[src/hw/rtl/smmat_pkg.sv]
// Shared types and constants for the sensor min/max/average tracker.
package smmat_pkg;

   localparam int QUEUE_DEPTH = 4;
   localparam int PERIOD_W    = 24;
   localparam int STAMP_W     = 25;
   localparam int VALUE_W     = 17;
   localparam int NUM_CH      = 3;

   typedef logic [1:0] csr_index_type;
   localparam csr_index_type CSR_FULL_STATS    = 2'd0;
   localparam csr_index_type CSR_SAMPLE_PERIOD = 2'd1;
   localparam csr_index_type CSR_REPORT_PERIOD = 2'd2;

   typedef logic [1:0] channel_type;
   localparam channel_type CH_TEMP = 2'd0;
   localparam channel_type CH_VIS  = 2'd1;
   localparam channel_type CH_IR   = 2'd2;

   localparam logic [PERIOD_W-1:0] SAMPLE_PERIOD_RESET = 24'd3600;
   localparam logic [PERIOD_W-1:0] REPORT_PERIOD_RESET = 24'd86400;

   localparam logic signed [7:0]        TEMP_HIGH_RESET  = 8'sh80;
   localparam logic signed [7:0]        TEMP_LOW_RESET   = 8'sh7F;
   localparam logic [15:0]              LIGHT_TOP        = 16'hFFFF;
   localparam logic [15:0]              LIGHT_HIGH_RESET = 16'h0000;
   localparam logic signed [STAMP_W-1:0] STAMP_NONE      = 25'h1FFFFFF;

   typedef struct packed {
      logic signed [7:0]         temp;
      logic [15:0]               vis;
      logic [15:0]               ir;
      logic signed [STAMP_W-1:0] stamp;
      logic                      report;
      logic                      full;
   } tick_type;

   typedef struct packed {
      logic signed [VALUE_W-1:0] cur;
      logic signed [VALUE_W-1:0] avg;
      logic signed [VALUE_W-1:0] max;
      logic signed [STAMP_W-1:0] max_time;
      logic signed [VALUE_W-1:0] min;
      logic signed [STAMP_W-1:0] min_time;
   } chan_rep_type;

   typedef struct packed {
      logic full;
      logic empty;
   } queue_status_type;

endpackage

[src/hw/rtl/smmat_front.sv]
// Front end: accepts ticks, runs the report countdown and classifies each tick.
module smmat_front (
   input  logic                              clock,
   input  logic                              reset,
   input  logic                              req_push,
   output logic                              req_full,
   input  logic                              req_func,
   input  logic signed [7:0]                 req_temp_sample,
   input  logic [15:0]                       req_visible_sample,
   input  logic [15:0]                       req_infrared_sample,
   input  logic                              full_stats,
   input  logic [smmat_pkg::PERIOD_W-1:0]    sample_period,
   input  logic [smmat_pkg::PERIOD_W-1:0]    report_period,
   input  smmat_pkg::queue_status_type       q_status,
   output logic                              tick_push,
   output smmat_pkg::tick_type               tick
);

   logic signed [smmat_pkg::STAMP_W-1:0] countdown_ff;
   logic signed [smmat_pkg::STAMP_W-1:0] countdown_in;
   logic signed [smmat_pkg::STAMP_W-1:0] cd_next;
   logic signed [smmat_pkg::STAMP_W-1:0] reload;
   logic                                 accept;
   logic                                 report;

   assign req_full  = q_status.full;
   assign accept    = req_push && !q_status.full;
   assign reload    = $signed({1'b0, report_period});
   assign cd_next   = countdown_ff - $signed({1'b0, sample_period});
   assign report    = cd_next[smmat_pkg::STAMP_W-1] || (cd_next == '0);
   assign tick_push = accept && !req_func;

   assign tick.temp   = req_temp_sample;
   assign tick.vis    = req_visible_sample;
   assign tick.ir     = req_infrared_sample;
   assign tick.stamp  = cd_next;
   assign tick.report = report;
   assign tick.full   = full_stats;

   always_comb begin
      countdown_in = countdown_ff;
      if (accept) begin
         if (req_func || report) begin
            countdown_in = reload;
         end else begin
            countdown_in = cd_next;
         end
      end
   end

   always_ff @(posedge clock) begin
      if (reset) begin
         countdown_ff <= $signed({1'b0, smmat_pkg::REPORT_PERIOD_RESET});
      end else begin
         countdown_ff <= countdown_in;
      end
   end

endmodule

[src/hw/rtl/smmat_queue.sv]
// Short tick queue between the front and back ends.
module smmat_queue #(
   parameter int DEPTH = smmat_pkg::QUEUE_DEPTH
) (
   input  logic                        clock,
   input  logic                        reset,
   input  logic                        push,
   input  smmat_pkg::tick_type         wdata,
   input  logic                        pop,
   output smmat_pkg::tick_type         rdata,
   output smmat_pkg::queue_status_type status
);

   localparam int PTR_W = (DEPTH > 1) ? $clog2(DEPTH) : 1;
   localparam int CNT_W = $clog2(DEPTH + 1);

   smmat_pkg::tick_type entry_ff [DEPTH];
   logic [PTR_W-1:0]    wr_ptr_ff;
   logic [PTR_W-1:0]    rd_ptr_ff;
   logic [CNT_W-1:0]    count_ff;
   logic                do_push;
   logic                do_pop;

   assign status.full  = (count_ff == CNT_W'(DEPTH));
   assign status.empty = (count_ff == '0);
   assign do_push      = push && !status.full;
   assign do_pop       = pop && !status.empty;
   assign rdata        = entry_ff[rd_ptr_ff];

   always_ff @(posedge clock) begin
      if (do_push) begin
         entry_ff[wr_ptr_ff] <= wdata;
      end
   end

   always_ff @(posedge clock) begin
      if (reset) begin
         wr_ptr_ff <= '0;
         rd_ptr_ff <= '0;
         count_ff  <= '0;
      end else begin
         if (do_push) begin
            wr_ptr_ff <= (wr_ptr_ff == PTR_W'(DEPTH - 1)) ? '0 : wr_ptr_ff + 1'b1;
         end
         if (do_pop) begin
            rd_ptr_ff <= (rd_ptr_ff == PTR_W'(DEPTH - 1)) ? '0 : rd_ptr_ff + 1'b1;
         end
         if (do_push && !do_pop) begin
            count_ff <= count_ff + 1'b1;
         end else if (!do_push && do_pop) begin
            count_ff <= count_ff - 1'b1;
         end
      end
   end

endmodule

[src/hw/rtl/smmat_back.sv]
// Back end: updates the trackers, snapshots reports and serves the three report transfers.
module smmat_back (
   input  logic                                     clock,
   input  logic                                     reset,
   input  smmat_pkg::tick_type                      head,
   input  smmat_pkg::queue_status_type              q_status,
   output logic                                     q_pop,
   output logic                                     rsp_empty,
   input  logic                                     rsp_pop,
   output logic [1:0]                               rsp_channel,
   output logic signed [smmat_pkg::VALUE_W-1:0]     rsp_current,
   output logic signed [smmat_pkg::VALUE_W-1:0]     rsp_average,
   output logic signed [smmat_pkg::VALUE_W-1:0]     rsp_maximum,
   output logic signed [smmat_pkg::STAMP_W-1:0]     rsp_max_time,
   output logic signed [smmat_pkg::VALUE_W-1:0]     rsp_minimum,
   output logic signed [smmat_pkg::STAMP_W-1:0]     rsp_min_time,
   output logic                                     rsp_last
);

   localparam int SW = smmat_pkg::STAMP_W;

   logic signed [7:0]    temp_now_ff, temp_mean_ff, temp_high_ff, temp_low_ff;
   logic signed [SW-1:0] temp_hi_t_ff, temp_lo_t_ff;
   logic signed [7:0]    temp_now_in, temp_mean_in, temp_high_in, temp_low_in;
   logic signed [SW-1:0] temp_hi_t_in, temp_lo_t_in;

   logic [15:0]          light_now_ff [2];
   logic [15:0]          light_mean_ff [2];
   logic [15:0]          light_high_ff [2];
   logic [15:0]          light_low_ff [2];
   logic signed [SW-1:0] light_hi_t_ff [2];
   logic signed [SW-1:0] light_lo_t_ff [2];
   logic [15:0]          light_now_in [2];
   logic [15:0]          light_mean_in [2];
   logic [15:0]          light_high_in [2];
   logic [15:0]          light_low_in [2];
   logic signed [SW-1:0] light_hi_t_in [2];
   logic signed [SW-1:0] light_lo_t_in [2];

   smmat_pkg::chan_rep_type rep_ff [smmat_pkg::NUM_CH];
   smmat_pkg::chan_rep_type rep_in [smmat_pkg::NUM_CH];
   logic                    rep_valid_ff;
   smmat_pkg::channel_type  beat_ff;

   logic signed [8:0]    tsum;
   logic signed [8:0]    tsum_adj;
   logic [15:0]          sample [2];
   logic [16:0]          lsum [2];
   logic                 out_take;
   logic                 out_done;
   logic                 load_ok;

   assign sample[0] = head.vis;
   assign sample[1] = head.ir;

   assign out_take  = rsp_pop && rep_valid_ff;
   assign out_done  = out_take && (beat_ff == smmat_pkg::CH_IR);
   assign load_ok   = !rep_valid_ff || out_done;
   assign q_pop     = !q_status.empty && (!head.report || load_ok);

   assign tsum     = {head.temp[7], head.temp} + {temp_now_ff[7], temp_now_ff};
   assign tsum_adj = tsum + {8'd0, tsum[8] & tsum[0]};

   always_comb begin
      temp_now_in  = head.temp;
      temp_mean_in = temp_mean_ff;
      temp_high_in = temp_high_ff;
      temp_low_in  = temp_low_ff;
      temp_hi_t_in = temp_hi_t_ff;
      temp_lo_t_in = temp_lo_t_ff;
      if (head.full) begin
         temp_mean_in = tsum_adj[8:1];
         if (head.temp > temp_high_ff) begin
            temp_high_in = head.temp;
            temp_hi_t_in = head.stamp;
         end
         if (head.temp < temp_low_ff) begin
            temp_low_in  = head.temp;
            temp_lo_t_in = head.stamp;
         end
      end
   end

   for (genvar i = 0; i < 2; i++) begin : g_light
      assign lsum[i] = {1'b0, sample[i]} + {1'b0, light_now_ff[i]};
      always_comb begin
         light_now_in[i]  = sample[i];
         light_mean_in[i] = light_mean_ff[i];
         light_high_in[i] = light_high_ff[i];
         light_low_in[i]  = light_low_ff[i];
         light_hi_t_in[i] = light_hi_t_ff[i];
         light_lo_t_in[i] = light_lo_t_ff[i];
         if (head.full) begin
            light_mean_in[i] = lsum[i][16:1];
            if (sample[i] > light_high_ff[i]) begin
               light_high_in[i] = sample[i];
               light_hi_t_in[i] = head.stamp;
            end
            if (sample[i] < light_low_ff[i]) begin
               light_low_in[i]  = sample[i];
               light_lo_t_in[i] = head.stamp;
            end
         end
      end
   end

   always_comb begin
      rep_in[0].cur      = {{9{temp_now_in[7]}}, temp_now_in};
      rep_in[0].avg      = {{9{temp_mean_in[7]}}, temp_mean_in};
      rep_in[0].max      = {{9{temp_high_in[7]}}, temp_high_in};
      rep_in[0].max_time = temp_hi_t_in;
      rep_in[0].min      = {{9{temp_low_in[7]}}, temp_low_in};
      rep_in[0].min_time = temp_lo_t_in;
      for (int i = 0; i < 2; i++) begin
         rep_in[i+1].cur      = {1'b0, light_now_in[i]};
         rep_in[i+1].avg      = {1'b0, light_mean_in[i]};
         rep_in[i+1].max      = {1'b0, light_high_in[i]};
         rep_in[i+1].max_time = light_hi_t_in[i];
         rep_in[i+1].min      = {1'b0, light_low_in[i]};
         rep_in[i+1].min_time = light_lo_t_in[i];
      end
   end

   always_ff @(posedge clock) begin
      if (reset || (q_pop && head.report)) begin
         temp_now_ff  <= smmat_pkg::TEMP_LOW_RESET;
         temp_mean_ff <= smmat_pkg::TEMP_LOW_RESET;
         temp_high_ff <= smmat_pkg::TEMP_HIGH_RESET;
         temp_low_ff  <= smmat_pkg::TEMP_LOW_RESET;
         temp_hi_t_ff <= smmat_pkg::STAMP_NONE;
         temp_lo_t_ff <= smmat_pkg::STAMP_NONE;
         for (int i = 0; i < 2; i++) begin
            light_now_ff[i]  <= smmat_pkg::LIGHT_TOP;
            light_mean_ff[i] <= smmat_pkg::LIGHT_TOP;
            light_high_ff[i] <= smmat_pkg::LIGHT_HIGH_RESET;
            light_low_ff[i]  <= smmat_pkg::LIGHT_TOP;
            light_hi_t_ff[i] <= smmat_pkg::STAMP_NONE;
            light_lo_t_ff[i] <= smmat_pkg::STAMP_NONE;
         end
      end else if (q_pop) begin
         temp_now_ff  <= temp_now_in;
         temp_mean_ff <= temp_mean_in;
         temp_high_ff <= temp_high_in;
         temp_low_ff  <= temp_low_in;
         temp_hi_t_ff <= temp_hi_t_in;
         temp_lo_t_ff <= temp_lo_t_in;
         for (int i = 0; i < 2; i++) begin
            light_now_ff[i]  <= light_now_in[i];
            light_mean_ff[i] <= light_mean_in[i];
            light_high_ff[i] <= light_high_in[i];
            light_low_ff[i]  <= light_low_in[i];
            light_hi_t_ff[i] <= light_hi_t_in[i];
            light_lo_t_ff[i] <= light_lo_t_in[i];
         end
      end
   end

   always_ff @(posedge clock) begin
      if (q_pop && head.report) begin
         for (int i = 0; i < smmat_pkg::NUM_CH; i++) begin
            rep_ff[i] <= rep_in[i];
         end
      end
   end

   always_ff @(posedge clock) begin
      if (reset) begin
         rep_valid_ff <= 1'b0;
         beat_ff      <= smmat_pkg::CH_TEMP;
      end else if (q_pop && head.report) begin
         rep_valid_ff <= 1'b1;
         beat_ff      <= smmat_pkg::CH_TEMP;
      end else if (out_done) begin
         rep_valid_ff <= 1'b0;
         beat_ff      <= smmat_pkg::CH_TEMP;
      end else if (out_take) begin
         beat_ff      <= beat_ff + 1'b1;
      end
   end

   assign rsp_empty    = !rep_valid_ff;
   assign rsp_channel  = beat_ff;
   assign rsp_current  = rep_ff[beat_ff].cur;
   assign rsp_average  = rep_ff[beat_ff].avg;
   assign rsp_maximum  = rep_ff[beat_ff].max;
   assign rsp_max_time = rep_ff[beat_ff].max_time;
   assign rsp_minimum  = rep_ff[beat_ff].min;
   assign rsp_min_time = rep_ff[beat_ff].min_time;
   assign rsp_last     = (beat_ff == smmat_pkg::CH_IR);

endmodule

[src/hw/rtl/sensor_min_max_avg_tracker.sv]
// Top level of the sensor min/max/average tracker.
//
//   channel | direction | handshake           | payload
//   req     | in        | req_push / req_full | func, temp, visible, infrared samples
//   rsp     | out       | rsp_pop / rsp_empty | channel, current, average, extremes, stamps
//   csr     | in        | csr_valid/csr_ready | csr_index, csr_data
//
// One tick is taken per cycle while the tick queue has room; the front end does the
// countdown subtract and report decision in the accepting cycle.
// A report tick yields three result transfers from a snapshot register, one per cycle while
// rsp_pop is held; a report tick waits until the last transfer of the previous one.
// Ordinary ticks keep updating the trackers while a report is being drained.
// Synchronous reset restores the registers, the countdown and all trackers.
module sensor_min_max_avg_tracker #(
   parameter int QUEUE_DEPTH = smmat_pkg::QUEUE_DEPTH
) (
   input  logic                                 clock,
   input  logic                                 reset,
   input  logic                                 req_push,
   output logic                                 req_full,
   input  logic                                 req_func,
   input  logic signed [7:0]                    req_temp_sample,
   input  logic [15:0]                          req_visible_sample,
   input  logic [15:0]                          req_infrared_sample,
   output logic                                 rsp_empty,
   input  logic                                 rsp_pop,
   output logic [1:0]                           rsp_channel,
   output logic signed [smmat_pkg::VALUE_W-1:0] rsp_current,
   output logic signed [smmat_pkg::VALUE_W-1:0] rsp_average,
   output logic signed [smmat_pkg::VALUE_W-1:0] rsp_maximum,
   output logic signed [smmat_pkg::STAMP_W-1:0] rsp_max_time,
   output logic signed [smmat_pkg::VALUE_W-1:0] rsp_minimum,
   output logic signed [smmat_pkg::STAMP_W-1:0] rsp_min_time,
   output logic                                 rsp_last,
   input  logic                                 csr_valid,
   output logic                                 csr_ready,
   input  logic [1:0]                           csr_index,
   input  logic [smmat_pkg::PERIOD_W-1:0]       csr_data
);

   logic                                full_stats_ff;
   logic [smmat_pkg::PERIOD_W-1:0]      sample_period_ff;
   logic [smmat_pkg::PERIOD_W-1:0]      report_period_ff;
   logic                                csr_write;
   logic                                tick_push;
   logic                                q_pop;
   smmat_pkg::tick_type                 tick;
   smmat_pkg::tick_type                 head;
   smmat_pkg::queue_status_type         q_status;

   assign csr_ready = 1'b1;
   assign csr_write = csr_valid && csr_ready;

   always_ff @(posedge clock) begin
      if (reset) begin
         full_stats_ff    <= 1'b1;
         sample_period_ff <= smmat_pkg::SAMPLE_PERIOD_RESET;
         report_period_ff <= smmat_pkg::REPORT_PERIOD_RESET;
      end else if (csr_write) begin
         unique case (csr_index)
            smmat_pkg::CSR_FULL_STATS:    full_stats_ff    <= csr_data[0];
            smmat_pkg::CSR_SAMPLE_PERIOD: sample_period_ff <= csr_data;
            smmat_pkg::CSR_REPORT_PERIOD: report_period_ff <= csr_data;
            default: ;
         endcase
      end
   end

   smmat_front u_front (
      .clock               (clock),
      .reset               (reset),
      .req_push            (req_push),
      .req_full            (req_full),
      .req_func            (req_func),
      .req_temp_sample     (req_temp_sample),
      .req_visible_sample  (req_visible_sample),
      .req_infrared_sample (req_infrared_sample),
      .full_stats          (full_stats_ff),
      .sample_period       (sample_period_ff),
      .report_period       (report_period_ff),
      .q_status            (q_status),
      .tick_push           (tick_push),
      .tick                (tick)
   );

   smmat_queue #(
      .DEPTH (QUEUE_DEPTH)
   ) u_queue (
      .clock  (clock),
      .reset  (reset),
      .push   (tick_push),
      .wdata  (tick),
      .pop    (q_pop),
      .rdata  (head),
      .status (q_status)
   );

   smmat_back u_back (
      .clock        (clock),
      .reset        (reset),
      .head         (head),
      .q_status     (q_status),
      .q_pop        (q_pop),
      .rsp_empty    (rsp_empty),
      .rsp_pop      (rsp_pop),
      .rsp_channel  (rsp_channel),
      .rsp_current  (rsp_current),
      .rsp_average  (rsp_average),
      .rsp_maximum  (rsp_maximum),
      .rsp_max_time (rsp_max_time),
      .rsp_minimum  (rsp_minimum),
      .rsp_min_time (rsp_min_time),
      .rsp_last     (rsp_last)
   );

   a_last_is_ir: assert property (@(posedge clock) disable iff (reset)
      !rsp_empty |-> (rsp_last == (rsp_channel == smmat_pkg::CH_IR)))
      else $error("last flag and channel disagree");

   a_beat_order: assert property (@(posedge clock) disable iff (reset)
      (rsp_pop && !rsp_empty && !rsp_last) |=>
         (!rsp_empty && (rsp_channel == 2'($past(rsp_channel) + 2'd1))))
      else $error("report transfers out of order");

   a_new_report_starts: assert property (@(posedge clock) disable iff (reset)
      (rsp_pop && !rsp_empty && rsp_last) |=>
         (rsp_empty || (rsp_channel == smmat_pkg::CH_TEMP)))
      else $error("report does not start with temperature");

   a_full_blocks_pop: assert property (@(posedge clock) disable iff (reset)
      (q_status.full && !q_pop) |=> q_status.full)
      else $error("tick queue lost an entry");

endmodule

[config.mk]
export PLATFORM = sky130hd
export DESIGN_NAME = sensor_min_max_avg_tracker
export DESIGN_NICKNAME = d
export VERILOG_FILES = /design/src/hw/rtl/smmat_pkg.sv /design/src/hw/rtl/smmat_front.sv /design/src/hw/rtl/smmat_queue.sv /design/src/hw/rtl/smmat_back.sv /design/src/hw/rtl/sensor_min_max_avg_tracker.sv
export SDC_FILE = /design/constraint.sdc
export NUM_CORES = 2
export LEC_CHECK = 0
export ABC_AREA = 1
export BUFFER_PORTS_ARGS = -buffer_cell sky130_fd_sc_hd__buf_2
export CAP_MARGIN = 20
export CORE_MARGIN = 4
export CORE_UTILIZATION = 26
export CTS_BUF_LIST = sky130_fd_sc_hd__clkbuf_16
export DETAILED_ROUTE_END_ITERATION = 12
export GPL_ROUTABILITY_DRIVEN = 0
export PLACE_DENSITY = 0.43
export SKIP_CTS_REPAIR_TIMING = 1
export SLEW_MARGIN = 25
export SYNTH_ARGS = -nofsm -noshare
export SYNTH_HDL_FRONTEND = slang
export SYNTH_HIERARCHICAL = 1
export SYNTH_SLANG_ARGS = --single-unit
[constraint.sdc]
create_clock -name clock -period 16.5 [get_ports clock]
set_input_delay 0.825 -clock clock [delete_from_list [all_inputs] [get_ports clock]]
set_output_delay 0.825 -clock clock [all_outputs]
set_load 0.05 [all_outputs]
==> impl_metrics.toml <==
[outcome]
status = "complete, no violations"

[critical_path]
end_kind = "register"
crit_path_start_kind = "register"
arrival_ns = 6.13
cp_slowest_cell = "o22ai_1"
cp_max_fo = 68
r2r_slack_ns = 10.79
crit_path_cell_trace = "inv_6 > buf_4 > o21ai_0 > o22ai_1 > ha_1 > nand2_1 > inv_1 > a221oi_1 > nand3_1 > nand2_2 > buf_4 > inv_2 > nand2_1 > nand3_1"
crit_type = "reg2reg"
max_stage_delay_ns = 0.76
crit_required_ns = 16.92

[cts]
cts_tree = "yes"
cts_max_path_buffers = 3
h-tree-depth = 3
worst_skew_pair.late_latency_ns = 0.75
cts_buffers = 113
cts_sinks = 976
path_clk_slew_ns = 0.06
cts_root_buf = "clkbuf_16"

[global_route]
grt_pass1_vias = 32090
grt_pass1_wl_mm = 211.8
grt_max_degree = 153
antenna_found_initial = 24
grt.total_usage_pct = 15.05
gr-total-overflow = 0

[synthesis]
synthXorXnorAreaFrac_pct = 0.3758
synth_adder_area_share_pct = 4.191
synthMuxAreaShare_pct = 0
synth-seq-cells = 976
synth_edf_count = 806
ys.flop_type = "edfxtp_1"
synthesis.area_um2 = 46270
synthSimpleGateAreaFrac_pct = 19.33
synth_nets = 5001
async_reset_ff_share_pct = 0
synth_warnings = 6
synthCells = 4777
synth.avg_cell_area_um2 = 9.687
ys_types = 57
synth-compound-area-share_pct = 8.820
yosysSeqAreaShare_pct = 59.66
synth_top_family_by_area = "simple AND/OR/NAND/NOR gates"

[sta]
rsz0062_at_grt = "false"
slew_headroom_pct = 24.31
final.setup_skew_ns = 0.05178
fin_ws_ns = 10.79
min_period_ns = 5.712
finalHoldViolCount = 0
drv_slew = 0
fmax_mhz = 175.1
finalCritPeriodShare_pct = 34.62
setup_violations = 0
fin_setup_tns_ns = 0
worst_pin_slew_ns = 1.135

[placement]
dp_slack_ns = 10.74
dp.final_hpwl_mm = 93.85
portBuffers = 194
place_area_um2 = 49470

[route]
drtIter0Drc = 2337
route.detailed.drc = 0
antenna_left = 0
wl_mm = 141.3
firstDrtPassIters = 5
wire_per_inst_um = 19.22
avgViaCountPerCell = 4.511
num_vias = 33180

[floorplan]
num_rows = 154
die_area_um2 = 184800
boundaryPins = 196
initial_core_util_pct = 26.22
dieWidth_um = 429.9
fp.dieH_um = 429.9
core_area_um2 = 176500

[final_layout]
drive_gt1_share_pct = 11.03
stdcell_area_um2 = 53130
area_growth_pct = 14.82
fill_cells = 18550
final_nets = 5137

[min_path]
min_path_type = "in2reg"

[job]
cap_violations = 0
[layout by cell type, fill, tap and decap left out, drive strengths merged, types with 3 or more instances in the layout]
cell type / netlist / routed
a211oi: 10 / 10
a21oi: 113 / 113
a221o: 36 / 36
a31oi: 5 / 5
buf: 160 / 278
bufinv: 0 / 9
clkbuf: 97 / 115
clkinv: 4 / 63
dfxtp: 170 / 170
diode: 0 / 3
edfxtp: 806 / 806
fa: 5 / 5
ha: 147 / 147
inv: 539 / 569
nand2: 1361 / 1361
nand3: 360 / 360
nand3b: 14 / 14
nand4: 28 / 28
nor2: 364 / 364
nor3: 12 / 12
o211ai: 86 / 86
o21ai: 277 / 277
o21bai: 6 / 6
o22a: 5 / 5
o22ai: 101 / 101
or2: 38 / 38
xnor2: 5 / 5
xor2: 14 / 14
[registers in the layout (all words and copies together), names as in the netlist, 3 cells and up, named ones only]
signal                flops
u_back/rep_ff           310
u_back/temp_mean_ff       8
u_back/temp_lo_t_ff      25
u_back/temp_high_ff       8
u_back/light_now_ff      32
u_back/temp_low_ff        8
u_back/light_lo_t_ff     50
u_queue/entry_ff        268
report_period_ff         24
u_back/temp_now_ff        8
u_back/light_high_ff     32
u_queue/count_ff          3
u_back/light_hi_t_ff     50
u_back/light_low_ff      32
u_back/light_mean_ff     32
u_back/temp_hi_t_ff      25
u_front/countdown_ff     25
sample_period_ff         24
[critical path, delay by kind of cell (launching register included)]
family	cells	cell delay [ns]
buffers and inverters	5	1.94
and+or+nand+nor	5	1.33
AOI/OAI and AO/OA	3	1.19
DFF	1	0.51
adders and majority gates	1	0.38
[area by class of cell]
class | instances | area [um2] | share of cell area [%]
clock buffers | 115 | 2878 | 5.417
repair buffers | 278 | 1630 | 3.069
clock inverters | 99 | 767.0 | 1.444
inverters | 543 | 2066 | 3.888
multi-input cells | 3001 | 15240 | 28.68
diodes | 3 | 7.507 | 0.01413
flip-flops and latches | 976 | 27620 | 51.98
well taps | 2340 | 2928 | 5.511
[cells by family (layout without fill, tap and decap cells)]
family	Yosys count	count (layout)
other cells	1	4
xor+xnor	19	19
fa+ha+maj	152	152
buf+inv	800	1035
compound gates	649	649
simple gates	2180	2180
flops	976	976
[cell usage after synthesis (all sizes together) (28+ instances only)]
cell type	instances	area share [%]
a21oi	113	1.2
nor2	364	3.0
nand3	360	4.0
or2	38	0.51
o211ai	86	1.8
a221o	36	0.78
dfxtp	170	7.4
inv	539	4.4
nand2	1361	11
nand4	28	0.38
o21ai	277	3.0
edfxtp	806	52
o22ai	101	1.4
ha	147	4.0
buf	160	2.4
clkbuf	97	0.83
[final timing paths]
check                                                    to  depth (start not counted)                   start
worst max-delay path            u_back/light_hi_t_ff[0][23]                         14                register
worst min-delay path                u_queue/entry_ff[3][60]                          1      req_temp_sample[1]
worst max register to register  u_back/light_hi_t_ff[0][23]                         14                register
worst min register to register       u_back/temp_mean_ff[0]                          2  u_back/temp_mean_ff[0]
[stage by stage]
step                      hold WS (ns)  utilization (%)  std cells
after floorplan                 0.4248                -       4777
after global placement          0.4381            28.03       7138
after detailed placement        0.4476            28.03       7138
after CTS                       0.2363            30.09       7352
after global routing            0.2700            30.10       7353
final                           0.3109            30.10       7355
[routing by layer]
metal	up-vias	part of all wire, %	GRT usage, %
met5	-	0.011	0
met4	2	3.7	5.478
met3	207	4.4	2.153
met2	729	45	23.84
met1	15850	47	20.92
li1	16390	-	-
Power is left out: the tool's default activity adds up to more than one toggle a clock period on the data nets, which glitch-free logic cannot reach.
